### config.mk
export PLATFORM = sky130hd
export DESIGN_NAME = tmedyuv_ram
export DESIGN_NICKNAME = d
export VERILOG_FILES = /design/src/rtl/tmedyuv_ram.sv
export SDC_FILE = /design/constraint.sdc
export NUM_CORES = 2
export LEC_CHECK = 0
export ABC_AREA = 1
export BUFFER_PORTS_ARGS = -buffer_cell sky130_fd_sc_hd__buf_4
export CAP_MARGIN = 5
export CORE_MARGIN = 8
export CORE_UTILIZATION = 29
export DETAILED_ROUTE_END_ITERATION = 6
export PLACE_DENSITY_LB_ADDON = 0.3
export RECOVER_POWER = 100
export SLEW_MARGIN = 20
export SYNTH_ARGS = -nofsm -noshare
export SYNTH_HDL_FRONTEND = slang
export SYNTH_SLANG_ARGS = --single-unit
### constraint.sdc
create_clock -name clock -period 3.8 [get_ports clock]
set_clock_uncertainty 0.2 [all_clocks]
set_input_delay 0.19 -clock clock [delete_from_list [all_inputs] [get_ports clock]]
set_output_delay 0.19 -clock clock [all_outputs]
set_load 0.01 [all_outputs]
### src/rtl/tmedyuv_ram.sv
// Generic simple dual-port RAM: one write port, one read port, registered read.
// No dependencies.
`default_nettype none

module tmedyuv_ram #(
   parameter int WIDTH = 8,
   parameter int DEPTH = 256
) (
   input  wire                      clock,
   input  wire                      wr_en,
   input  wire [$clog2(DEPTH)-1:0]  wr_addr,
   input  wire [WIDTH-1:0]          wr_data,
   input  wire                      rd_en,
   input  wire [$clog2(DEPTH)-1:0]  rd_addr,
   output logic [WIDTH-1:0]         rd_data
);

   logic [WIDTH-1:0] mem [DEPTH];

   always_ff @(posedge clock) begin
      if (wr_en) begin
         mem[wr_addr] <= wr_data;
      end
      if (rd_en) begin
         rd_data <= mem[rd_addr];
      end
   end

endmodule

`default_nettype wire

==> qor.yml <==
sta:
  final_max_slew_viol_count: 707
  maxSlewHeadroom_pct: -111
  worstMarginPinSlew_ns: 3.17
  fmax_mhz: 285
  rsz0062_at_grt: "no"
  post-route-period-util_pct: 92.4
  finalSetupViolations: 0
  fin_crit_ns: 3.51
  hold_viol_final: 0
  setup_slack_ns: 0.288
  fin_setup_tns_ns: 0
hold_path:
  hp-class: "in2reg"
  min_to: "mem[229][3]$_DFFE_PP_"
  min_from: "wr_addr[5]"
  hold_depth: 6
worst_setup_path:
  critPathKind: "in2reg"
  worstRegToRegCells: 11
  critPathMaxFanout: 10
  critPathCaptureType: "flip-flop"
  worstPathRequired_ns: 4.03
  rr_endpoint: "rd_data[4]$_DFFE_PP_"
  worst_setup_path_start_kind: "input pin"
  rrSetupSlack_ns: 1.16
  critPathArrivalTime_ns: 3.75
  r2r_start: "mem[239][4]$_DFFE_PP_"
clock_tree:
  cts_max_level: 4
  cts_resized: 0
  cts-root-buf: "clkbuf_16"
  clock_latency_ns: 0.86
  cts_made_buffers: 204
  clock_sinks: 2056
  clk_path_buf_depth: 3
  clkTransAtPathRegs_ns: 0.06
  cts_tree: "yes"
drt:
  drc: 0
  first_pass_iters: 6
  drt-total-wl_mm: 249
  avgViaCountPerCell: 4.95
  drt_iter0_markers: 5231
  vias: 54699
  ant_nets: 0
  wl_per_cell_um: 22.6
placement:
  port_buffers: 34
  dpl_cell_area_um2: 89300
  dp_hpwl_mm: 147
  post-place-ws_ns: 0.376
  place_congestion: 0.845
power:
  seqPwrFrac_pct: 52.4
  pwr-share-clk_pct: 41.3
  switching_share_pct: 23.0
  switchingPower_mw: 11.0
  power_frac_comb_pct: 6.3
  power.density_nw_per_um2: 502
  cellInternalPower_mw: 36.8
  vdd_drop_max_uv: 462
  power_leakage_nw: 32.1
die:
  fp.dieH_um: 553
  start_util_pct: 29.1
  core.rowCount: 197
  coreArea_um2: 287000
  die_w_um: 553
  io_pins: 35
  dieArea_um2: 305000
synth:
  synth_ff_type: "edfxtp_1"
  yosys.area.top_type: "edfxtp_1"
  synthCells: 7003
  syn_avg_cell_area_um2: 11.9
  synth_warnings: 0
  netlist_area_um2: 83500
  async_reset_ff_share_pct: 0
  synth-edff-count: 2056
  synthTopCellsByArea: "edfxtp_1, nand3_1, nand2_1"
  yosys.cell_types.count: 13
  syn_nets: 7030
  synth_top_area_share_pct: 74.0
  yosysSeqAreaShare_pct: 74.0
  synth-seq-cells: 2056
flow_run:
  cap_violations: 12
layout:
  drive_gt1_share_pct: 6.14
  final_nets: 7123
  fillers: 28306
  multi_input_area_um2: 19100
  final_cell_mix: "nand2_1, edfxtp_1, nand3_1, nor2_1, clkbuf_1"
  layout_commonest_cell: "nand2_1"
  seqCellArea_um2: 61700
  final_area_um2: 95200
  area_delta_synth_final_pct: 14.1
run_status:
  status: "finished with violations"
  violations: "capacitance limit, slew limit"
grt:
  grt_pass1_vias: 52849
  track_usage_pct: 15.7
  grt_max_degree: 150
  antenna_found_initial: 15
  grt-ovfl-total: 0
  grt_pass1_wl_mm: 364
[cell usage after synthesis (2+ instances only)]
master       n
buf_2      268
buf_6       16
nand3_1   2019
buf_4       46
nand2_1   2123
clkbuf_1   112
nor2_1     283
edfxtp_1  2056
inv_2        2
inv_1       36
buf_1       40
[worst max-delay path, stage by stage]
cell	delay, ns
dlygate4sd3_1	0.53
clkbuf_1	0.19
nand2_1	0.14
dlygate4sd3_1	0.63
nor2_1	0.09
nand2_1	0.09
clkbuf_1	1.28
nor2_1	0.57
[what timing repair did]
action | in CTS | in global routing
buffers inserted | 0 | 0
endpoints found under the hold margin | 1962 | 0
hold buffers | 26 | 0
[cell families after synthesis]
| group | after synthesis | synth area share [%] |
|---|---|---|
| AND/OR/NAND/NOR | 4425 | 22.9 |
| flip-flops | 2056 | 74.0 |
| buffers and inverters | 522 | 3.12 |
[registers in the layout, summed over array words and instances, names as in the netlist]
signal   cells
rd_data      8
mem       2048
[power by group through the flow]
stage / Combinational [mW] / Sequential [mW] / Clock (mW)
after floorplan: 1.54 / 25.5 / 0
after global placement: 3.02 / 25.5 / 0
after detailed placement: 3.03 / 25.5 / 0
after CTS: 3.06 / 25.0 / 20.2
after global routing: 3.24 / 25.0 / 20.9
final: 3.01 / 25.1 / 19.8
[worst max-delay path by stage]
stage / slack [ns] / depth (start not counted) / start / end
3_5_place_dp: 0.38 / 15 / rd_addr[0] / rd_data[2]$_DFFE_PP_
4_1_cts: 0.69 / 10 / wr_addr[3] / mem[74][2]$_DFFE_PP_
6_report: 0.29 / 8 / wr_addr[0] / mem[75][1]$_DFFE_PP_
2_1_floorplan: 1.92 / 4 / wr_en / mem[162][0]$_DFFE_PP_
5_1_grt: 0.23 / 8 / wr_addr[0] / mem[75][1]$_DFFE_PP_
3_3_place_gp: 0.38 / 15 / rd_addr[0] / rd_data[4]$_DFFE_PP_
[per-layer routing]
metal | vias up | track usage, % | routed length [µm]
met5 | - | 0 | 21
li1 | 25057 | - | -
met2 | 1886 | 25.9 | 118000
met3 | 387 | 2.40 | 15400
met1 | 27365 | 21.1 | 107000
met4 | 4 | 5.60 | 8880
[area by class of cell]
type / instances / area share, %
well taps: 3781 / 4.97
multi-input cells: 4425 / 20.1
inverters: 39 / 0.189
clock inverters: 109 / 1.17
repair buffers: 370 / 3.09
flip-flops and latches: 2056 / 64.8
diodes: 5 / 0.0131
clock buffers: 261 / 5.63
[stage by stage]
stage | hold WS, ns | util, % | power (mW) | cells
after global placement | 0.410 | 31.1 | 28.5 | 10645
after global routing | 0.121 | 33.2 | 49.2 | 11046
after detailed placement | 0.410 | 31.1 | 28.5 | 10645
after floorplan | 0.0889 | - | 27.1 | 7003
final | 0.109 | 33.2 | 47.8 | 11046
after CTS | 0.00848 | 33.4 | 48.2 | 11041
No activity file was read; power rests on OpenSTA's default activity.
